===== src/hw/rtl/ehr_pkg.sv =====
// Shared types and constants for the ECG heart rate detector.
package ehr_pkg;

    localparam int HistDepth   = 5;
    localparam int RateCap     = 300;
    localparam int IndexMax    = 65535;
    localparam int MsPerMin    = 60000;

    localparam logic [2:0] RegBaseShift  = 3'd0;
    localparam logic [2:0] RegThrShift   = 3'd1;
    localparam logic [2:0] RegRefractory = 3'd2;
    localparam logic [2:0] RegMinIntv    = 3'd3;
    localparam logic [2:0] RegMaxIntv    = 3'd4;
    localparam logic [2:0] RegAlertBpm   = 3'd5;
    localparam logic [2:0] RegAlertFrm   = 3'd6;

    typedef enum logic [3:0] {
        ST_IDLE,
        ST_FILTER,
        ST_SMOOTH,
        ST_DETECT,
        ST_SUM,
        ST_DIVIDE,
        ST_FRAME,
        ST_OUTPUT
    } t_state;

    typedef struct packed {
        logic [3:0]  baseline_shift;
        logic [3:0]  threshold_shift;
        logic [10:0] refractory_ms;
        logic [11:0] min_interval_ms;
        logic [11:0] max_interval_ms;
        logic [8:0]  rate_alert_bpm;
        logic [2:0]  alert_frames;
    } t_cfg;

    typedef struct packed {
        logic load;
        logic leads_off;
        logic filter;
        logic smooth;
        logic detect;
        logic sum_start;
        logic sum_step;
        logic div_start;
        logic div_step;
        logic frame;
    } t_cmd;

    typedef struct packed {
        logic need_rate;
        logic sum_done;
        logic div_done;
    } t_sts;

    typedef struct packed {
        logic        beat;
        logic [11:0] interval_ms;
        logic [8:0]  heart_rate;
        logic        rate_alert;
        logic        leads_off_alert;
    } t_result;

endpackage


===== src/hw/rtl/ehr_if.sv =====
// Valid/ready channel interfaces for samples and results.
interface ehr_in_if;
    logic        valid;
    logic        ready;
    logic        kind;
    logic [11:0] sample;
    logic        frame_start;
    logic        frame_end;
    modport source (output valid, kind, sample, frame_start, frame_end, input ready);
    modport sink (input valid, kind, sample, frame_start, frame_end, output ready);
endinterface

interface ehr_out_if;
    logic        valid;
    logic        ready;
    logic        beat;
    logic [11:0] interval_ms;
    logic [8:0]  heart_rate;
    logic        rate_alert;
    logic        leads_off_alert;
    modport source (output valid, beat, interval_ms, heart_rate, rate_alert, leads_off_alert,
                    input ready);
    modport sink (input valid, beat, interval_ms, heart_rate, rate_alert, leads_off_alert,
                  output ready);
endinterface


===== src/hw/rtl/ehr_datapath.sv =====
// Datapath: filters, threshold, beat timing, interval ring, rate divider, alert run.
module ehr_datapath (
    input  logic              i_clk,
    input  logic              i_rst_n,
    input  ehr_pkg::t_cfg     i_cfg,
    input  ehr_pkg::t_cmd     i_cmd,
    input  logic [11:0]       i_sample,
    input  logic              i_frame_start,
    input  logic              i_frame_end,
    output ehr_pkg::t_sts     o_sts,
    output ehr_pkg::t_result  o_result
);
    // Signed state; 25 bits holds every reachable filter and threshold value.
    logic signed [24:0] r_base, r_thr, r_d1, r_d2, r_hp, r_rect, r_x;
    logic signed [24:0] n_base, n_thr;
    logic [15:0] r_idx;
    logic [19:0] r_last, r_now;
    logic [11:0] r_hist [ehr_pkg::HistDepth];
    logic [2:0]  r_fill, r_slot, r_k;
    logic [8:0]  r_rate;
    logic [2:0]  r_run;
    logic        r_beat, r_need, r_alert;
    logic        r_fe;
    logic [11:0] r_intv;
    logic [14:0] r_sum;
    // Restoring division state.
    logic [15:0] r_quo;
    logic [14:0] r_rem;
    logic [11:0] r_mean;
    logic [4:0]  r_dcnt;
    logic        r_mean_busy;

    logic signed [24:0] x_w, d_base, sm_sum, sm_q, sm_abs, d_thr, thr3, rect2;
    logic [19:0] now_w, rr_w;
    logic        refr, hit, ok;
    logic [15:0] div_rem_sh;
    logic [15:0] quo_bit_rem;

    function automatic logic signed [24:0] shr(input logic signed [24:0] v,
                                               input logic [3:0] k);
        shr = v >>> k;
    endfunction

    assign x_w    = $signed({3'd0, i_sample, 10'd0});
    assign d_base = r_x - r_base;
    assign n_base = r_base + shr(d_base, i_cfg.baseline_shift);
    assign sm_sum = r_hp + r_d1 + r_d2;
    // Magnitude of the sum divided by three, rounded toward zero; the sign is dropped, so the result is rectified.
    logic [24:0] sm_mag, sm_div;
    logic [50:0] sm_prod;
    assign sm_mag  = sm_sum[24] ? 25'(-sm_sum) : 25'(sm_sum);
    assign sm_prod = 51'(sm_mag) * 51'd11184811;
    assign sm_div  = 25'(sm_prod >> 25);
    assign sm_q    = $signed(sm_div);
    assign sm_abs  = sm_q;
    assign d_thr   = r_rect - r_thr;
    assign n_thr   = r_thr + shr(d_thr, i_cfg.threshold_shift);
    assign thr3    = r_thr + (r_thr <<< 1);
    assign rect2   = r_rect <<< 1;
    // now = idx*8 ms at 125 Hz.
    assign now_w   = {1'b0, r_idx, 3'd0};
    assign rr_w    = r_now - r_last;
    assign refr    = (r_last != 20'd0) && (rr_w < 20'(i_cfg.refractory_ms));
    assign hit     = !refr && (rect2 > thr3);
    assign ok      = (r_last != 20'd0) && (rr_w >= 20'(i_cfg.min_interval_ms))
                     && (rr_w <= 20'(i_cfg.max_interval_ms));
    assign div_rem_sh  = {r_rem, r_quo[15]};
    assign quo_bit_rem = div_rem_sh - {4'd0, r_mean};

    always_ff @(posedge i_clk) begin
        if (!i_rst_n || i_cmd.leads_off) begin
            r_base <= '0; r_thr <= '0; r_d1 <= '0; r_d2 <= '0;
            r_idx <= '0; r_last <= '0; r_fill <= '0; r_slot <= '0;
            r_rate <= '0; r_run <= '0; r_beat <= 1'b0; r_need <= 1'b0;
            r_alert <= 1'b0; r_intv <= '0;
        end else begin
            if (i_cmd.load) begin
                r_x <= x_w;
                r_fe <= i_frame_end;
                r_beat <= 1'b0; r_need <= 1'b0; r_alert <= 1'b0; r_intv <= '0;
                if (i_frame_start) begin
                    r_base <= '0; r_thr <= '0; r_d1 <= '0; r_d2 <= '0;
                    r_idx <= '0; r_last <= '0; r_fill <= '0; r_slot <= '0;
                    r_rate <= '0;
                end
            end
            if (i_cmd.filter) begin
                r_base <= n_base;
                r_hp   <= r_x - n_base;
                r_now  <= now_w;
                if (r_idx != 16'(ehr_pkg::IndexMax)) r_idx <= r_idx + 16'd1;
            end
            if (i_cmd.smooth) begin
                r_d2 <= r_d1;
                r_d1 <= r_hp;
                r_rect <= sm_abs;
            end
            if (i_cmd.detect) begin
                r_thr <= n_thr;
            end
            // Detection uses the updated threshold, so it runs afterwards, in sum_start.
            if (i_cmd.sum_start) begin
                if (hit) begin
                    r_beat <= 1'b1;
                    r_last <= r_now;
                    if (ok) begin
                        r_need <= 1'b1;
                        r_intv <= rr_w[11:0];
                        r_hist[r_slot] <= rr_w[11:0];
                        r_slot <= (r_slot == 3'(ehr_pkg::HistDepth - 1)) ? 3'd0 : r_slot + 3'd1;
                        if (r_fill < 3'(ehr_pkg::HistDepth)) r_fill <= r_fill + 3'd1;
                    end
                end
                r_sum <= '0;
                r_k   <= '0;
            end
            if (i_cmd.sum_step && r_k < r_fill) begin
                r_sum <= r_sum + 15'(r_hist[r_k]);
                r_k   <= r_k + 3'd1;
            end
            if (i_cmd.div_start) begin
                // mean = sum / fill, then 60000 / mean: both by bit-serial division.
                r_quo  <= {1'b0, r_sum};
                r_rem  <= '0;
                r_mean <= {9'd0, r_fill};
                r_dcnt <= 5'd16;
                r_mean_busy <= 1'b1;
            end
            if (i_cmd.div_step && r_dcnt != 5'd0) begin
                if (quo_bit_rem[15] == 1'b0) begin
                    r_rem <= quo_bit_rem[14:0];
                    r_quo <= {r_quo[14:0], 1'b1};
                end else begin
                    r_rem <= div_rem_sh[14:0];
                    r_quo <= {r_quo[14:0], 1'b0};
                end
                r_dcnt <= r_dcnt - 5'd1;
            end else if (i_cmd.div_step && r_mean_busy) begin
                r_mean_busy <= 1'b0;
                r_mean <= r_quo[11:0];
                r_quo  <= 16'(ehr_pkg::MsPerMin);
                r_rem  <= '0;
                r_dcnt <= 5'd16;
            end else if (i_cmd.div_step) begin
                if (r_mean == 12'd0 || r_quo > 16'(ehr_pkg::RateCap)) r_rate <= 9'(ehr_pkg::RateCap);
                else r_rate <= r_quo[8:0];
            end
            if (i_cmd.frame && r_fe) begin
                if (r_rate > i_cfg.rate_alert_bpm) begin
                    if (r_run < i_cfg.alert_frames) r_run <= r_run + 3'd1;
                    r_alert <= (r_run + 3'd1 >= i_cfg.alert_frames) ||
                               (r_run >= i_cfg.alert_frames);
                end else begin
                    r_run <= '0;
                    r_alert <= (i_cfg.alert_frames == 3'd0);
                end
            end
        end
    end

    assign o_sts.need_rate = r_need;
    assign o_sts.sum_done  = (r_k >= r_fill);
    assign o_sts.div_done  = !r_mean_busy && (r_dcnt == 5'd0);
    assign o_result.beat            = r_beat;
    assign o_result.interval_ms     = r_intv;
    assign o_result.heart_rate      = r_rate;
    assign o_result.rate_alert      = r_alert;
    assign o_result.leads_off_alert = 1'b0;
endmodule


===== src/hw/rtl/ehr_controller.sv =====
// Controller state machine sequencing one item through the datapath.
module ehr_controller (
    input  logic             i_clk,
    input  logic             i_rst_n,
    input  logic             i_in_valid,
    input  logic             i_in_kind,
    input  logic             i_out_ready,
    input  ehr_pkg::t_sts    i_sts,
    output logic             o_in_ready,
    output logic             o_out_valid,
    output logic             o_leads_off,
    output ehr_pkg::t_cmd    o_cmd
);
    ehr_pkg::t_state r_state, n_state;
    logic r_lo, n_lo;
    logic take;

    assign take = i_in_valid && (r_state == ehr_pkg::ST_IDLE);

    always_ff @(posedge i_clk) begin
        if (!i_rst_n) begin
            r_state <= ehr_pkg::ST_IDLE;
            r_lo    <= 1'b0;
        end else begin
            r_state <= n_state;
            r_lo    <= n_lo;
        end
    end

    // The first cycle in the sum state issues sum_start; later cycles step the ring.
    logic r_first;
    always_ff @(posedge i_clk) begin
        if (!i_rst_n) r_first <= 1'b0;
        else r_first <= (r_state == ehr_pkg::ST_DETECT);
    end

    always_comb begin
        n_state = r_state;
        n_lo    = r_lo;
        case (r_state)
            ehr_pkg::ST_IDLE: begin
                if (take) begin
                    n_lo    = i_in_kind;
                    n_state = i_in_kind ? ehr_pkg::ST_OUTPUT : ehr_pkg::ST_FILTER;
                end
            end
            ehr_pkg::ST_FILTER: n_state = ehr_pkg::ST_SMOOTH;
            ehr_pkg::ST_SMOOTH: n_state = ehr_pkg::ST_DETECT;
            ehr_pkg::ST_DETECT: n_state = ehr_pkg::ST_SUM;
            ehr_pkg::ST_SUM: begin
                if (!r_first && i_sts.sum_done) begin
                    n_state = i_sts.need_rate ? ehr_pkg::ST_DIVIDE : ehr_pkg::ST_FRAME;
                end
            end
            ehr_pkg::ST_DIVIDE: begin
                if (i_sts.div_done) n_state = ehr_pkg::ST_FRAME;
            end
            ehr_pkg::ST_FRAME: n_state = ehr_pkg::ST_OUTPUT;
            ehr_pkg::ST_OUTPUT: begin
                if (i_out_ready) n_state = ehr_pkg::ST_IDLE;
            end
            default: n_state = ehr_pkg::ST_IDLE;
        endcase
    end

    always_comb begin
        o_cmd       = '0;
        o_in_ready  = 1'b0;
        o_out_valid = 1'b0;
        o_leads_off = r_lo;
        case (r_state)
            ehr_pkg::ST_IDLE: begin
                o_in_ready    = 1'b1;
                o_cmd.load    = take && !i_in_kind;
                o_cmd.leads_off = take && i_in_kind;
            end
            ehr_pkg::ST_FILTER: o_cmd.filter = 1'b1;
            ehr_pkg::ST_SMOOTH: o_cmd.smooth = 1'b1;
            ehr_pkg::ST_DETECT: o_cmd.detect = 1'b1;
            ehr_pkg::ST_SUM: begin
                o_cmd.sum_start = r_first;
                o_cmd.sum_step  = !r_first;
                o_cmd.div_start = !r_first && i_sts.sum_done && i_sts.need_rate;
            end
            ehr_pkg::ST_DIVIDE: o_cmd.div_step = 1'b1;
            ehr_pkg::ST_FRAME:  o_cmd.frame = 1'b1;
            ehr_pkg::ST_OUTPUT: o_out_valid = 1'b1;
            default: o_cmd = '0;
        endcase
    end
endmodule


===== src/hw/rtl/ecg_heart_rate_detector.sv =====
// Top level of the ECG heart rate detector.
// Input channel carries one transfer per ECG sample or leads-off event; the
// output channel returns exactly one result transfer per input transfer.
// An item is processed alone: the input is ready only while the block is idle.
// A leads-off event presents its result in the cycle after its input transfer.
// A sample passes through the filter, smooth and detect states, then the sum
// state, which steps through each filled interval ring entry (up to 5), then
// bit-serial division when a new interval is accepted (mean, then 60000 / mean),
// then the frame state, before its result is presented. After each result
// transfer the block returns to its idle state before it takes the next item.
// The result is held on the output until it is transferred; a stalled receiver
// simply holds the block in its output state and the input stays not ready.
// Reset (synchronous, active low) restores the register defaults and clears the
// filter, threshold, beat timing, ring count, rate and alert state, not the sum and
// divider state. APB-style port, pready always high; registers at byte address 4*index.
module ecg_heart_rate_detector (
    input  logic        i_clk,
    input  logic        i_rst_n,
    ehr_in_if.sink      i_in,
    ehr_out_if.source   o_out,
    input  logic        psel,
    input  logic        penable,
    input  logic        pwrite,
    input  logic [4:0]  paddr,
    input  logic [31:0] pwdata,
    output logic [31:0] prdata,
    output logic        pready
);
    ehr_pkg::t_cfg    r_cfg;
    ehr_pkg::t_cmd    cmd;
    ehr_pkg::t_sts    sts;
    ehr_pkg::t_result res;
    logic             leads_off;
    logic [2:0]       reg_sel;

    assign pready  = 1'b1;
    assign reg_sel = paddr[4:2];

    always_ff @(posedge i_clk) begin
        if (!i_rst_n) begin
            r_cfg.baseline_shift  <= 4'd7;
            r_cfg.threshold_shift <= 4'd4;
            r_cfg.refractory_ms   <= 11'd250;
            r_cfg.min_interval_ms <= 12'd300;
            r_cfg.max_interval_ms <= 12'd1500;
            r_cfg.rate_alert_bpm  <= 9'd105;
            r_cfg.alert_frames    <= 3'd5;
        end else if (psel && penable && pwrite) begin
            case (reg_sel)
                ehr_pkg::RegBaseShift:  r_cfg.baseline_shift  <= pwdata[3:0];
                ehr_pkg::RegThrShift:   r_cfg.threshold_shift <= pwdata[3:0];
                ehr_pkg::RegRefractory: r_cfg.refractory_ms   <= pwdata[10:0];
                ehr_pkg::RegMinIntv:    r_cfg.min_interval_ms <= pwdata[11:0];
                ehr_pkg::RegMaxIntv:    r_cfg.max_interval_ms <= pwdata[11:0];
                ehr_pkg::RegAlertBpm:   r_cfg.rate_alert_bpm  <= pwdata[8:0];
                ehr_pkg::RegAlertFrm:   r_cfg.alert_frames    <= pwdata[2:0];
                default: ;
            endcase
        end
    end

    always_comb begin
        case (reg_sel)
            ehr_pkg::RegBaseShift:  prdata = {28'd0, r_cfg.baseline_shift};
            ehr_pkg::RegThrShift:   prdata = {28'd0, r_cfg.threshold_shift};
            ehr_pkg::RegRefractory: prdata = {21'd0, r_cfg.refractory_ms};
            ehr_pkg::RegMinIntv:    prdata = {20'd0, r_cfg.min_interval_ms};
            ehr_pkg::RegMaxIntv:    prdata = {20'd0, r_cfg.max_interval_ms};
            ehr_pkg::RegAlertBpm:   prdata = {23'd0, r_cfg.rate_alert_bpm};
            ehr_pkg::RegAlertFrm:   prdata = {29'd0, r_cfg.alert_frames};
            default:                prdata = 32'd0;
        endcase
    end

    ehr_controller u_ctrl (
        .i_clk       (i_clk),
        .i_rst_n     (i_rst_n),
        .i_in_valid  (i_in.valid),
        .i_in_kind   (i_in.kind),
        .i_out_ready (o_out.ready),
        .i_sts       (sts),
        .o_in_ready  (i_in.ready),
        .o_out_valid (o_out.valid),
        .o_leads_off (leads_off),
        .o_cmd       (cmd)
    );

    ehr_datapath u_dp (
        .i_clk         (i_clk),
        .i_rst_n       (i_rst_n),
        .i_cfg         (r_cfg),
        .i_cmd         (cmd),
        .i_sample      (i_in.sample),
        .i_frame_start (i_in.frame_start),
        .i_frame_end   (i_in.frame_end),
        .o_sts         (sts),
        .o_result      (res)
    );

    assign o_out.beat            = leads_off ? 1'b0 : res.beat;
    assign o_out.interval_ms     = leads_off ? 12'd0 : res.interval_ms;
    assign o_out.heart_rate      = leads_off ? 9'd0 : res.heart_rate;
    assign o_out.rate_alert      = leads_off ? 1'b0 : res.rate_alert;
    assign o_out.leads_off_alert = leads_off;
endmodule

===== src/flat_wrapper.sv =====
// flat-port wrapper written by rule: the top's interface ports become plain ports
module ecg_heart_rate_detector_flat 
  (i_clk, i_rst_n, psel, penable, pwrite, paddr, pwdata, prdata, pready, i_in_valid, i_in_kind, i_in_sample, i_in_frame_start, i_in_frame_end, i_in_ready, o_out_valid, o_out_beat, o_out_interval_ms, o_out_heart_rate, o_out_rate_alert, o_out_leads_off_alert, o_out_ready);
  ehr_in_if i_in_i ();
  ehr_out_if o_out_i ();
  input  logic i_clk;
  input  logic i_rst_n;
  input  logic psel;
  input  logic penable;
  input  logic pwrite;
  input  logic [4:0] paddr;
  input  logic [31:0] pwdata;
  output logic [31:0] prdata;
  output logic pready;
  input wire logic [$bits(i_in_i.valid)-1:0] i_in_valid;
  input wire logic [$bits(i_in_i.kind)-1:0] i_in_kind;
  input wire logic [$bits(i_in_i.sample)-1:0] i_in_sample;
  input wire logic [$bits(i_in_i.frame_start)-1:0] i_in_frame_start;
  input wire logic [$bits(i_in_i.frame_end)-1:0] i_in_frame_end;
  output wire logic [$bits(i_in_i.ready)-1:0] i_in_ready;
  output wire logic [$bits(o_out_i.valid)-1:0] o_out_valid;
  output wire logic [$bits(o_out_i.beat)-1:0] o_out_beat;
  output wire logic [$bits(o_out_i.interval_ms)-1:0] o_out_interval_ms;
  output wire logic [$bits(o_out_i.heart_rate)-1:0] o_out_heart_rate;
  output wire logic [$bits(o_out_i.rate_alert)-1:0] o_out_rate_alert;
  output wire logic [$bits(o_out_i.leads_off_alert)-1:0] o_out_leads_off_alert;
  input wire logic [$bits(o_out_i.ready)-1:0] o_out_ready;
  assign i_in_i.valid = i_in_valid;
  assign i_in_i.kind = i_in_kind;
  assign i_in_i.sample = i_in_sample;
  assign i_in_i.frame_start = i_in_frame_start;
  assign i_in_i.frame_end = i_in_frame_end;
  assign i_in_ready = i_in_i.ready;
  assign o_out_valid = o_out_i.valid;
  assign o_out_beat = o_out_i.beat;
  assign o_out_interval_ms = o_out_i.interval_ms;
  assign o_out_heart_rate = o_out_i.heart_rate;
  assign o_out_rate_alert = o_out_i.rate_alert;
  assign o_out_leads_off_alert = o_out_i.leads_off_alert;
  assign o_out_i.ready = o_out_ready;
  ecg_heart_rate_detector u_core (.i_clk(i_clk), .i_rst_n(i_rst_n), .i_in(i_in_i), .o_out(o_out_i), .psel(psel), .penable(penable), .pwrite(pwrite), .paddr(paddr), .pwdata(pwdata), .prdata(prdata), .pready(pready));
endmodule

===== config.mk =====
export PLATFORM = sky130hd
export DESIGN_NAME = ecg_heart_rate_detector_flat
export DESIGN_NICKNAME = d
export VERILOG_FILES = /design/src/hw/rtl/ehr_pkg.sv /design/src/hw/rtl/ehr_if.sv /design/src/hw/rtl/ehr_datapath.sv /design/src/hw/rtl/ehr_controller.sv /design/src/hw/rtl/ecg_heart_rate_detector.sv /design/src/flat_wrapper.sv
export SDC_FILE = /design/constraint.sdc
export NUM_CORES = 2
export LEC_CHECK = 0
export BUFFER_PORTS_ARGS = -buffer_cell sky130_fd_sc_hd__buf_4
export CORE_ASPECT_RATIO = 0.5
export CORE_MARGIN = 3
export CORE_UTILIZATION = 28
export DETAILED_ROUTE_END_ITERATION = 8
export REMOVE_ABC_BUFFERS = 1
export SYNTH_ARGS = -nofsm -noshare
export SYNTH_HDL_FRONTEND = slang
export SYNTH_SLANG_ARGS = --single-unit
export TNS_END_PERCENT = 50

===== constraint.sdc =====
create_clock -name i_clk -period 23.2 [get_ports i_clk]
set_input_delay 3.48 -clock i_clk [delete_from_list [all_inputs] [get_ports i_clk]]
set_output_delay 3.48 -clock i_clk [all_outputs]
set_load 0.03 [all_outputs]

[Word level (Yosys, flattened, before mapping)]
Memory sizes are Yosys's and may differ from the RTL's. A register that Yosys moved wholly into a read port is not among the register bits.
Cells that the tools add are included.
Word-level totals
  register bits: 375
  RAM bits: 60
  input bits: 59
  output and inout bits: 59
  memories kept: 1
Memory list
  u_core.u_dp.r_hist: words 5, width 12, rd ports 1, clocked after memory_dff 1, write ports 1, RTL line ehr_datapath.sv:18  | logic [11:0] r_hist [ehr_pkg::HistDepth];
Cells by class
  add/subtract/negate cells: 18
  multipliers: 1
  magnitude comparators: 12
  equality and inequality tests: 20
  shifts and indexed selects: 2
  mux-type cells: 97
  bitwise logic cells: 1
  reduce and logical (&&, ||, !) cells: 58
Operators by type and width (count)
  $mux W25: 7
  $add A25 B25 Y25: 5
  $mux W16: 7
  $mux W12: 8
  $mux W15: 6
  $pmux W12 S7: 1
  $mux W20: 4
  $mux W9: 7
  $mux W3: 19
  $sshr A25 B4 Y25: 2
  $sub A23 B25 Y25: 2
  $mul A25 B24 Y49 const B: 1
  $reduce_and A2 Y1: 17
  $pmux W4 S8: 1
  $mux W1: 28
  $gt A25 B25 Y1: 1
  $neg A25 Y25: 1
  $sub A25 B25 Y25: 1
  $ge A20 B12 Y1: 1
  $le A20 B12 Y1: 1
  $lt A20 B11 Y1: 1
  $reduce_bool A20 Y1: 1
  $sub A19 B20 Y20: 1
  $add A16 B1 Y16 const B: 1
  33 further kinds: 85

[Depth between registers and ports, before layout]
  word-level depth: 9
  mapped depth: 39
  mapped depth without buffers: 39

[Cells and area by module]
Synthesis repeated with hierarchy kept, for this count alone.
Unflattened totals
  cells, all modules: 4666
  area, all modules: 42822.3 µm²
Modules (own cells, without submodules)
  ehr_datapath: times used 1, cells each 4274, area an instance 39510.4 µm²
  ecg_heart_rate_detector: times used 1, cells each 345, area an instance 2955.3 µm²
  ehr_controller: times used 1, cells each 47, area an instance 356.6 µm²

[Worst setup path after synthesis]
Ideal clock, no wire load.
  path type: reg-to-reg
  start: reg u_core.u_dp.r_hp[1]
  end: reg u_core.u_dp.r_rect[22], data pin
  setup time: 180 ps
  arrival time: 9994 ps
  required time: 23020 ps
  setup slack: 13026 ps
  cell stages (with the launch flop): 38
  cell sequence: edfxtp_1 -> fa_1 -> ha_1 -> fa_1 -> a211oi_1 -> o21ai_0 -> a21bo_2 -> a31o_2 -> mux2i_1 -> a21oi_1 -> nand4b_1 -> o31ai_1 -> xor2_1 -> inv_1 -> ha_1 -> xor2_1 -> ha_1 -> inv_1 -> [2 not listed] -> inv_1 -> fa_1 -> fa_1 -> inv_1 -> fa_1 -> inv_1 -> ha_1 -> and4_1 -> nand4_1 -> or3_1 -> nor4_1 -> a211oi_1 -> nand3_1 -> a31oi_4 -> o41ai_2 -> o221ai_2 -> nor2b_1 -> o311ai_1
On the way
  cells in the longest elaborated chain, start to end: 5
RTL lines
  from (decl): RTL line ehr_datapath.sv:14  | logic signed [24:0] r_base, r_thr, r_d1, r_d2, r_hp, r_rect, r_x;
  from (signal assigned): RTL line ehr_datapath.sv:89  | r_hp <= r_x - n_base;
  $add A25 B25 Y25 (*) (2 in a row): RTL line ehr_datapath.sv:47  | assign sm_sum = r_hp + r_d1 + r_d2;
  $neg A25 Y25: RTL line ehr_datapath.sv:51  | assign sm_mag = sm_sum[24] ? 25'(-sm_sum) : 25'(sm_sum);
  $mux W25 (*): RTL line ehr_datapath.sv:51
  $mul A25 B24 Y49 (*): RTL line ehr_datapath.sv:52  | assign sm_prod = 51'(sm_mag) * 51'd11184811;
  net u_core.u_dp.sm_abs[22]: RTL line ehr_datapath.sv:33  | logic signed [24:0] x_w, d_base, sm_sum, sm_q, sm_abs, d_thr, thr3, rect2;
  to (signal assigned): RTL line ehr_datapath.sv:96  | r_rect <= sm_abs;
  to (decl): RTL line ehr_datapath.sv:14
Mark *: on every way through the listed nets, which the timed path passes. The rest lies on a longest branch.
A chain may end at the register's enable or synchronous reset.

[Worst setup path after layout]
  start: reg u_core.u_dp.r_hp[13]
  end: reg u_core.u_dp.r_rect[22], data pin
The elaborated chain is that of the path after synthesis.

==> metrics.md <==
| Metric | Value |
|---|---|
| Max-Cap Viols | `0` |
| DRC Markers | `0` |
| Vias per cell | `4.848` |
| CTS resizes | `0` |
| Hold Fails Final Rpt | `0` |
| Slew at the pin with the worst max-slew slack | `1.172 ns` |
| RSZ-0062 raised after global routing | `no` |
| Clock-pin transition on the worst setup and hold timing paths | `0.06 ns` |
| Post-synth EDFFs | `205` |
| CTS buffer count | `46` |
| Filler cells | `15540` |
| H-tree depth | `2` |
| First-pass GRT wire length | `173200 um` |
| IO Port Bufs | `74` |
| Outcome | `finished clean` |
| I/O pin cnt | `118` |
| Met2 Wirelength | `47760 um` |
| RePlAce Congestion | `0.8785` |
| Rows | `100` |
| Die Area | `155800 um^2` |
| Top_reg_cell synth | `dfxtp_1` |
| Most frequent CP cell | `fa_1` |
| CTS Hold Buffers Added | `0` |
| 1st-iter DRT viols | `2037` |
| DR top layer | `met5` |
| Clk_skew | `0.01944 ns` |
| Dpl ws | `10.87 ns` |
| First drt pass iteration count | `7` |
| F_max | `80.71 MHz` |
| Max Buffers Root-to-Sink | `3` |
| Die X | `555.3 um` |
| Final setup vio count | `0` |
| Worst EP required | `23.61 ns` |
| Die H | `280.7 um` |
| Sink Count | `437` |
| Crit Path Max Fanout | `13` |
| Area growth, synth to finish | `10.34%` |
| Met3 WL | `4645 um` |
| Largest net degree at the start of global routing | `75` |
| Post-detail-place hpwl | `85190 um` |
| Clock root buffer master | `clkbuf_16` |
| Synth Register Bits | `437` |
| Wire per inst | `16.19 um` |
| Most frequent cells in the layout | `inv_1 (645), ha_1 (529), nor2_1 (310)` |
| Register area share after synthesis | `0.2557` |
| Slew Limit Fails | `0` |
| All-Layer GR Usage | `0.1361` |
| Wire length on met1 | `53400 um` |
| Vias in the first global route | `31220` |
| CP endpoint kind | `register` |
| Relative slew slack | `0.1961` |
| Asr flop ratio synth | `0` |
| Starting Density | `0.2830` |
| Gate Count Post-Synth | `4603` |
| Worst-Skew Late Latency | `0.61 ns` |
| Initial antenna violation count | `1` |
| Arrival time worst endpoint | `12.80 ns` |
| # Post-CTS Setup Buffers | `0` |
| GRT overflow | `0` |
| Share of layout cells above drive strength 1 | `0.06439` |
| Syn_area_per_cell | `9.177 um^2` |
| Type of the worst setup path | `register to register` |
| Fin crit share | `0.5341` |
| Crit-path max cell delay | `1.00 ns` |
| CTS tree | `built` |
| Ys Warns | `0` |
| Vias | `32240` |
| Setup TNS | `0 ns` |
| Startpoint Class | `register` |
| Slowest CP cell | `mux2i_1` |
| Synth cell types | `103` |
| Final nets | `5465` |
| HP Class | `register to register` |
| Final ANT Viol Nets | `0` |
| Core box area | `149300 um^2` |
| Mapped cell area | `42240 um^2` |
| Post-layout min period | `12.39 ns` |
| Setup WS post-layout | `10.81 ns` |
| Total wire length | `107600 um` |
| Most common cell after layout, fill and taps aside | `inv_1` |
[cell type report]
cell class | count | area [um^2] | area share
inverter | 649 | 2436 | 0.05227
clock buffer | 58 | 1237 | 0.02655
sequential | 437 | 10800 | 0.2317
clock inverter | 28 | 380.4 | 0.008161
tap | 1989 | 2489 | 0.05339
multi-input combinational | 3375 | 28420 | 0.6098
antenna | 1 | 2.502 | 0.00005369
timing repair buffer | 112 | 840.8 | 0.01804
[cells by family (layout without fill, tap and decap cells)]
| family | after synthesis | count (layout) | synth area share |
|---|---|---|---|
| and+or+nand+nor | 1138 | 1138 | 0.1302 |
| other | 2 | 22 | 0.0001778 |
| DFF | 437 | 437 | 0.2557 |
| AOI/OAI and AO/OA | 1023 | 1023 | 0.1626 |
| muxes | 180 | 180 | 0.05160 |
| xor gates and xnor gates | 228 | 228 | 0.04745 |
| adders and majority gates | 785 | 785 | 0.2780 |
| buffers and inverters | 810 | 847 | 0.07432 |
[per-layer routing]
layer	track usage	up-vias
li1	-	16100
met1	0.1987	15360
met2	0.2182	637
met3	0.01276	132
met4	0.02724	2
met5	0	-
[final timing paths]
| check | depth (start not counted) | start | slack [ns] | to |
|---|---|---|---|---|
| setup / recovery | 33 | u_core.u_dp.r_hp[13]$_DFFE_PP_ | 10.81 | u_core.u_dp.r_rect[22]$_DFFE_PP_ |
| hold reg to reg | 2 | u_core.u_dp.r_intv[11]$_SDFF_PP0_ | 0.48 | u_core.u_dp.r_intv[11]$_SDFF_PP0_ |
| hold / removal | 2 | u_core.u_dp.r_intv[11]$_SDFF_PP0_ | 0.48 | u_core.u_dp.r_intv[11]$_SDFF_PP0_ |
| setup reg to reg | 33 | u_core.u_dp.r_hp[13]$_DFFE_PP_ | 10.81 | u_core.u_dp.r_rect[22]$_DFFE_PP_ |
[state kept, by name (all words and copies together) (netlist names), 20 cells and up, named ones only]
signal,flops
u_core.u_dp.r_d2,25
u_core.u_dp.r_d1,25
u_core.u_dp.r_last,20
u_core.u_dp.r_thr,25
u_core.u_dp.r_hp,25
u_core.u_dp.r_hist,60
u_core.r_cfg,55
u_core.u_dp.r_base,25
u_core.u_dp.r_rect,24
[per-stage QoR]
stage / std cells / utilization / hold WS, ns / instance area, um^2
after floorplan: 4461 / - / 0.4318 / 41610
after global placement: 6562 / 0.3014 / 0.4544 / 44990
after detailed placement: 6562 / 0.3014 / 0.4662 / 44990
after CTS: 6648 / 0.3122 / 0.4802 / 46610
after global routing: 6648 / 0.3122 / 0.4918 / 46610
final: 6649 / 0.3123 / 0.4817 / 46610
[worst max-delay path: cells and delay by family (launching register included)]
kind	cells	cell delay, ns
and+or+nand+nor	8	2.52
xor gates and xnor gates	2	1.28
adders and majority gates	10	4.55
buffers and inverters	4	0.24
muxes	1	1.00
DFF	1	0.44
AOI/OAI and AO/OA	8	2.14
[synthesized netlist by cell type (all sizes together), types with 39 or more instances]
cell type  number  area [um^2]
a211oi         50        375.4
a21boi         44        330.3
a21o           99        744.5
a21oi         275         1380
a22o           66        578.1
buf            39        245.2
clkbuf        122        457.9
dfxtp         232         4644
edfxtp        205         6156
fa            256         5125
ha            529         6619
inv           648         2432
mux2i         127         1271
nand2         300         1126
nand3          98        490.5
nand4          41        256.5
nor2          312         1171
nor2b          70        437.9
nor3           96        480.5
o211ai         47        352.8
o21a           44        330.3
o21ai         177        889.6
xnor2         141         1235
xor2           87        769.5
Power is left out: the tool's default activity adds up to more than one toggle a clock period on the data nets, which glitch-free logic cannot reach.
